[config.mk]
export PLATFORM = sky130hd
export DESIGN_NAME = utf8ct_ctrl
export DESIGN_NICKNAME = d
export VERILOG_FILES = /design/src/rtl/utf8ct_pkg.sv /design/src/rtl/utf8ct_ctrl.sv
export VERILOG_INCLUDE_DIRS = /design/src /design/src/rtl
export SDC_FILE = /design/constraint.sdc
export NUM_CORES = 1
export LEC_CHECK = 0
export BUFFER_PORTS_ARGS = -buffer_cell sky130_fd_sc_hd__buf_2
export CORE_AREA = 10 10 153 120
export DETAILED_ROUTE_END_ITERATION = 6
export DIE_AREA = 0 0 163 130
export PLACE_DENSITY = 0.72
export SLEW_MARGIN = 0
export SYNTH_ARGS = -nofsm -noshare
export SYNTH_HDL_FRONTEND = slang
export SYNTH_SLANG_ARGS = --single-unit
[constraint.sdc]
create_clock -name clock -period 3.2 [get_ports clock]
set_input_delay 0.64 -clock clock [delete_from_list [all_inputs] [get_ports clock]]
set_output_delay 0.64 -clock clock [all_outputs]
set_load 0.02 [all_outputs]
[src/rtl/utf8_code_table_reverse_lookup_core_defines.svh]
// assertion macros used by the utf8 code table sequencer rtl
`ifndef UTF8_CODE_TABLE_REVERSE_LOOKUP_CORE_DEFINES_SVH
`define UTF8_CODE_TABLE_REVERSE_LOOKUP_CORE_DEFINES_SVH

// consequent must hold in the same cycle as the antecedent
`define UTF8CT_ASSERT_SAME(lbl, clk, rst, ante, cons, msg) \
   lbl: assert property (@(posedge clk) disable iff (rst) (ante) |-> (cons)) \
      else $error(msg);

// consequent must hold in the cycle after the antecedent
`define UTF8CT_ASSERT_NEXT(lbl, clk, rst, ante, cons, msg) \
   lbl: assert property (@(posedge clk) disable iff (rst) (ante) |=> (cons)) \
      else $error(msg);

`endif

[src/rtl/utf8ct_pkg.sv]
// types, codes and helpers for the utf8 code table
`timescale 1ns / 1ps

package utf8ct_pkg;

   localparam int TABLE_SIZE_DEF = 4096;
   localparam int CHAR_W         = 32;
   localparam int INDEX_W        = 16;
   localparam int INDEX_OUT_W    = 12;
   localparam int COUNT_W        = 13;
   localparam int SCAN_CMP_W     = 17;

   localparam logic [COUNT_W-1:0] COUNT_MAX = 13'd8191;

   // lead byte thresholds for sequence length
   localparam logic [7:0] ONE_BYTE_LIMIT   = 8'd128;
   localparam logic [7:0] TWO_BYTE_LIMIT   = 8'd224;
   localparam logic [7:0] THREE_BYTE_LIMIT = 8'd240;

   // request codes
   localparam logic [1:0] REQ_WRITE       = 2'd0;
   localparam logic [1:0] REQ_READ        = 2'd1;
   localparam logic [1:0] REQ_LOOKUP      = 2'd2;
   localparam logic [1:0] REQ_LOOKUP_BYTE = 2'd3;

   // status codes
   localparam logic [1:0] STATUS_OK    = 2'd0;
   localparam logic [1:0] STATUS_RANGE = 2'd1;
   localparam logic [1:0] STATUS_MISS  = 2'd2;

   typedef struct packed {
      logic [1:0]         req_type;
      logic [INDEX_W-1:0] index;
      logic [CHAR_W-1:0]  char_bytes;
   } req_item_type;

   typedef struct packed {
      logic [1:0]             status;
      logic [INDEX_OUT_W-1:0] index_out;
      logic [CHAR_W-1:0]      char_out;
   } rsp_item_type;

   // byte mask implied by the lead byte
   function automatic logic [CHAR_W-1:0] len_mask(input logic [7:0] lead);
      logic [CHAR_W-1:0] mask;
      if (lead < ONE_BYTE_LIMIT) begin
         mask = 32'h0000_00ff;
      end else if (lead < TWO_BYTE_LIMIT) begin
         mask = 32'h0000_ffff;
      end else if (lead < THREE_BYTE_LIMIT) begin
         mask = 32'h00ff_ffff;
      end else begin
         mask = 32'hffff_ffff;
      end
      return mask;
   endfunction

endpackage

[src/rtl/utf8ct_ctrl.sv]
// sequencer for table clear, write, read and reverse lookup scan
`timescale 1ns / 1ps
`include "utf8_code_table_reverse_lookup_core_defines.svh"

module utf8ct_ctrl
   import utf8ct_pkg::*;
#(
   parameter int TABLE_SIZE = TABLE_SIZE_DEF
) (
   input  logic                          clock,
   input  logic                          reset,
   input  logic                          req_valid,
   output logic                          req_ready,
   input  req_item_type                  req_data,
   input  logic                          out_free,
   output logic                          res_valid,
   output rsp_item_type                  res_data,
   output logic                          mem_we,
   output logic [$clog2(TABLE_SIZE)-1:0] mem_waddr,
   output logic [CHAR_W-1:0]             mem_wdata,
   output logic [$clog2(TABLE_SIZE)-1:0] mem_raddr,
   input  logic [CHAR_W-1:0]             mem_rdata
);

   localparam int AddrW = $clog2(TABLE_SIZE);
   localparam logic [AddrW-1:0] LastAddr = AddrW'(TABLE_SIZE - 1);
   localparam logic [SCAN_CMP_W-1:0] SizeExt = SCAN_CMP_W'(TABLE_SIZE);

   typedef enum logic [2:0] {
      ST_CLEAR,
      ST_IDLE,
      ST_READ,
      ST_SCAN,
      ST_DONE
   } state_type;

   state_type              state_ff, state_in;
   logic [COUNT_W-1:0]     count_ff, count_in;
   logic [AddrW-1:0]       clear_addr_ff, clear_addr_in;
   logic [AddrW:0]         scan_addr_ff, scan_addr_in;
   logic                   pend_ff, pend_in;
   logic [AddrW-1:0]       pend_addr_ff, pend_addr_in;
   logic [CHAR_W-1:0]      key_ff, key_in;
   logic [CHAR_W-1:0]      mask_ff, mask_in;
   logic                   byte_ff, byte_in;
   rsp_item_type           res_ff, res_in;

   logic [CHAR_W-1:0]      req_mask;
   logic                   range_err;
   logic                   hit;
   logic                   issue;
   logic [SCAN_CMP_W-1:0]  scan_ext;
   logic [31:0]            hit_idx;

   always_comb begin
      req_mask  = len_mask(req_data.char_bytes[7:0]);
      range_err = SCAN_CMP_W'(req_data.index) >= SizeExt;
      scan_ext  = SCAN_CMP_W'(scan_addr_ff);
      issue     = (scan_ext < SCAN_CMP_W'(count_ff)) && (scan_ext < SizeExt);
      hit       = pend_ff && ((mem_rdata & mask_ff) == key_ff);
      hit_idx   = 32'(pend_addr_ff);

      state_in      = state_ff;
      count_in      = count_ff;
      clear_addr_in = clear_addr_ff;
      scan_addr_in  = scan_addr_ff;
      pend_in       = pend_ff;
      pend_addr_in  = pend_addr_ff;
      key_in        = key_ff;
      mask_in       = mask_ff;
      byte_in       = byte_ff;
      res_in        = res_ff;

      mem_we    = 1'b0;
      mem_waddr = clear_addr_ff;
      mem_wdata = '0;
      mem_raddr = req_data.index[AddrW-1:0];

      case (state_ff)
         ST_CLEAR: begin
            mem_we        = 1'b1;
            clear_addr_in = clear_addr_ff + 1'b1;
            if (clear_addr_ff == LastAddr) begin
               state_in = ST_IDLE;
            end
         end
         ST_IDLE: begin
            if (req_valid) begin
               res_in = '{status: STATUS_OK, index_out: '0, char_out: '0};
               case (req_data.req_type)
                  REQ_WRITE: begin
                     state_in = ST_DONE;
                     if (range_err) begin
                        res_in.status = STATUS_RANGE;
                     end else begin
                        mem_we    = 1'b1;
                        mem_waddr = req_data.index[AddrW-1:0];
                        mem_wdata = req_data.char_bytes & req_mask;
                        if (count_ff < COUNT_MAX) begin
                           count_in = count_ff + 1'b1;
                        end
                     end
                  end
                  REQ_READ: begin
                     if (range_err) begin
                        res_in.status = STATUS_RANGE;
                        state_in      = ST_DONE;
                     end else begin
                        state_in = ST_READ;
                     end
                  end
                  default: begin
                     key_in       = req_data.char_bytes & req_mask;
                     mask_in      = req_mask;
                     byte_in      = (req_data.req_type == REQ_LOOKUP_BYTE);
                     scan_addr_in = '0;
                     pend_in      = 1'b0;
                     state_in     = ST_SCAN;
                  end
               endcase
            end
         end
         ST_READ: begin
            res_in.char_out = mem_rdata;
            state_in        = ST_DONE;
         end
         ST_SCAN: begin
            // one read issued per cycle, compared in the cycle after it is issued
            mem_raddr = scan_addr_ff[AddrW-1:0];
            if (hit) begin
               pend_in = 1'b0;
               res_in.index_out = byte_ff ? INDEX_OUT_W'(hit_idx[7:0])
                                          : hit_idx[INDEX_OUT_W-1:0];
               state_in = ST_DONE;
            end else if (issue) begin
               pend_in      = 1'b1;
               pend_addr_in = scan_addr_ff[AddrW-1:0];
               scan_addr_in = scan_addr_ff + 1'b1;
            end else begin
               pend_in       = 1'b0;
               res_in.status = STATUS_MISS;
               state_in      = ST_DONE;
            end
         end
         ST_DONE: begin
            if (out_free) begin
               state_in = ST_IDLE;
            end
         end
         default: begin
            state_in = ST_IDLE;
         end
      endcase
   end

   always_ff @(posedge clock) begin
      if (reset) begin
         state_ff      <= ST_CLEAR;
         count_ff      <= '0;
         clear_addr_ff <= '0;
         pend_ff       <= 1'b0;
      end else begin
         state_ff      <= state_in;
         count_ff      <= count_in;
         clear_addr_ff <= clear_addr_in;
         pend_ff       <= pend_in;
      end
      scan_addr_ff <= scan_addr_in;
      pend_addr_ff <= pend_addr_in;
      key_ff       <= key_in;
      mask_ff      <= mask_in;
      byte_ff      <= byte_in;
      res_ff       <= res_in;
   end

   assign req_ready = (state_ff == ST_IDLE);
   assign res_valid = (state_ff == ST_DONE);
   assign res_data  = res_ff;

   `UTF8CT_ASSERT_SAME(a_we_source, clock, reset, mem_we, (state_ff == ST_CLEAR) || (req_valid && req_ready && (req_data.req_type == REQ_WRITE)), "table write outside clear or write request")
   `UTF8CT_ASSERT_NEXT(a_single_accept, clock, reset, req_valid && req_ready, !req_ready, "request taken while previous one still in progress")
   `UTF8CT_ASSERT_NEXT(a_count_grows, clock, reset, 1'b1, count_ff >= $past(count_ff), "entry count went down")

endmodule

==> impl_results.md <==
* Detailed Route Iter0 Violations at 335
* Slew @ Worst Pin at 0.608 ns
* Fin crit share at 93.7%
* Data arrival, critical path at 2.36 ns
* Fraction of layout instances using a drive strength above 1 at 31.5%
* Postcts setup bufs at 0
* Post-synth cell types at 56
* Worst hold path type: in -> reg
* P_leak at 3.53 nW
* Antenna violations before repair at 0
* Post-route setup slack at 0.200 ns
* HPWL after detailed placement at 14.3 mm
* Clk root buf: clkbuf_16
* RSZ-0062 raised after global routing: no
* FILL cells at 1,385
* Synth warn at 0
* Row cnt at 40
* Crit end category: output port
* Crit path max fanout at 46
* Core region area at 0.0155 sq mm
* Vias at 5,223
* Worst skew pair latency at 0.41 ns
* Initial core utilization at 43.8%
* Outcome: complete, no violations
* Reg2reg end: pend_addr_ff[4]
* CTS Hold Buffers Added at 0
* # nets final at 911
* FF-to-FF Start: count_ff[6]
* Cell Count, Final, Fillers Out at 1,032
* CTS tree: done
* Post-synth EDFFs at 106
* Hold Startpoint: req_data[1]
* Fin. max-slew vios at 0
* Final setup fails at 0
* Ys async rst share at 0%
* DR WL/cell at 17.6 um
* H-tree depth reported by CTS at 4
* I/O Pins at 191
* Largest net degree at the start of global routing at 47
* CP Launch Type: register
* Syn Inst Count at 613
* Routability Congestion at 0.832
* Final routed DRC violation total at 0
* Initial DRT Pass Iterations at 5
* Hold endpoint: key_ff[1]
* Top FF cell, synth: edfxtp_1
* Post-synth net total at 714
* Clock slew at reported path FFs at 0.06 ns
* Port buffer count at 190
* Max Freq at 333 MHz
* Global route overflow at 0
* Seq cells post-synth at 135
* WP data required at 2.56 ns
* Worst-case reg-to-reg path depth at 9
* WS Path Type: reg -> out
* Resize count post-CTS at 0
* Area growth from synthesis to layout at 26.0%
* TritonCTS buffer count at 17
* Register area share after synthesis at 55.4%
* Worst slew margin at 59.4%
* First-pass GRT wire length at 27.3 mm
* Die height at 130 um
* VDD IR max at 0.308 mV
* CTS Sinks at 135
* Max Cap Violations at 0
* Skew final at 0.00778 ns
* R2R setup slack at 0.47 ns
* Ant. Diodes at 0
* Syn avg cell area at 11.1 sq um
* Final wirelength at 18.2 mm
* Antenna-violating nets left at 0
* Total Routing Usage GR at 16.7%
* Die Area at 0.0212 sq mm
* Pre-CTS WS at 0.319 ns
* Dpl cells at 1,001
* Die X at 163 um
* Max clock buf depth at 2
* Hold depth at 1
* Period minus WS final at 3.00 ns
* Vias per cell at 5.06
* Synthesized area at 0.00680 sq mm
* Pwr per Cell Area at 456 mW/mm^2
* Setup TNS Final at 0 ns
* Vias in the first global route at 4,990
* Final Hold Vio Count at 0
[metrics by stage]
step	hold WS [ns]	cell area, sq um	power [mW]	util, %
after floorplan	0.448	6800	1.98	-
after global placement	0.496	8000	2.08	51.6
after detailed placement	0.512	8000	2.08	51.6
after CTS	0.402	8560	3.93	55.2
after global routing	0.402	8560	4.03	55.2
final	0.417	8560	3.90	55.2
[worst max-delay path: stages (launching register included)]
cell       delay [ns]
dfxtp_1          0.52
nand4bb_1        0.30
nor4b_4          0.34
buf_12           0.25
mux2_2           0.36
buf_2            0.16
[cell families after synthesis]
group                    after synthesis  synth area share, %
AO/OA/AOI/OAI                         54                 5.62
multiplexers                          15                 2.52
XOR/XNOR                              48                 6.19
buffers and inverters                 49                 3.22
flip-flops                           135                 55.4
adder cells (fa/ha/maj)               15                 2.76
AND/OR/NAND/NOR                      297                 24.3
[final cells by class]
cell class	count	area, sq um	share of cell area [%]
clock buffers	18	429	5.01
multi-input cells	429	2820	32.9
clock inverters	13	133	1.55
flip-flops and latches	135	3760	44.0
well taps	210	263	3.07
inverters	23	86.3	1.01
repair buffers	204	1070	12.5
[how the worst max path moves through the flow]
stage | startpoint | to | slack (ns) | depth (start not counted)
2_1_floorplan | mem_rdata[1] | res_data[32] | 0.30 | 6
3_3_place_gp | req_data[46] | mem_waddr[4] | 0.37 | 6
3_5_place_dp | req_data[46] | mem_waddr[11] | 0.32 | 6
4_1_cts | state_ff[0] | mem_waddr[11] | 0.18 | 5
5_1_grt | state_ff[1] | mem_raddr[1] | 0.004 | 5
6_report | state_ff[0] | mem_waddr[11] | 0.20 | 5
[Yosys cell counts (all sizes together), types with 5 or more instances]
master,instances,area (sq um)
xnor2,22,193
nor3b,8,65.1
clkbuf,20,78.8
buf,6,53.8
nand4,14,87.6
a21oi,11,55.1
nor3,12,70.1
ha,15,188
o21ai,10,50.1
nor2,50,188
nand2,59,229
o22ai,8,50.1
inv,23,86.3
dfxtp,29,581
mux2,14,161
nor2b,5,31.3
and2,81,507
and3,22,138
edfxtp,106,3180
xor2,26,228
nand3,20,105
[cells in the final DEF, fill, tap and decap left out, drive strengths merged, types with 4 or more instances in the layout]
master    Yosys  layout
clkbuf       20      18
a21oi        11      11
clkinvlp      0       5
o21ai        10      10
inv          23      24
and2         81      81
nand2        59      59
edfxtp      106     106
nand4b        4       4
nor2b         5       5
buf           6     204
a211oi        4       4
xor2         26      26
nand3        20      20
nor3b         8       8
o22ai         8       8
and3         22      22
dfxtp        29      29
ha           15      15
mux2         14      14
nor3         12      12
nor2         50      50
nand4        14      14
and4          4       4
xnor2        22      22
clkinv        0       5
[per-layer routing]
layer  GRT usage, %  vias up  routed length (um)
li1               -     2560                   -
met1           22.4     2472                8430
met2           25.4      180                8230
met3           5.76       11                1380
met4           4.18        0                 152
met5              0        -                   0
[power breakdown]
part           internal (mW)  switching [mW]  total, mW  leakage [nW]
clock                   1.13           0.719       1.85         0.259
combinational         0.0754          0.0929      0.168          2.10
sequential              1.87         0.00442       1.88          1.17
[state kept, by name (all words and copies together), names as in the netlist]
name           count
count_ff          13
key_ff            32
state_ff           3
scan_addr_ff      13
pend_addr_ff      12
clear_addr_ff     12
pend_ff            1
byte_ff            1
res_data          46
mask_ff            2
Power figures use the tool's default switching activity.
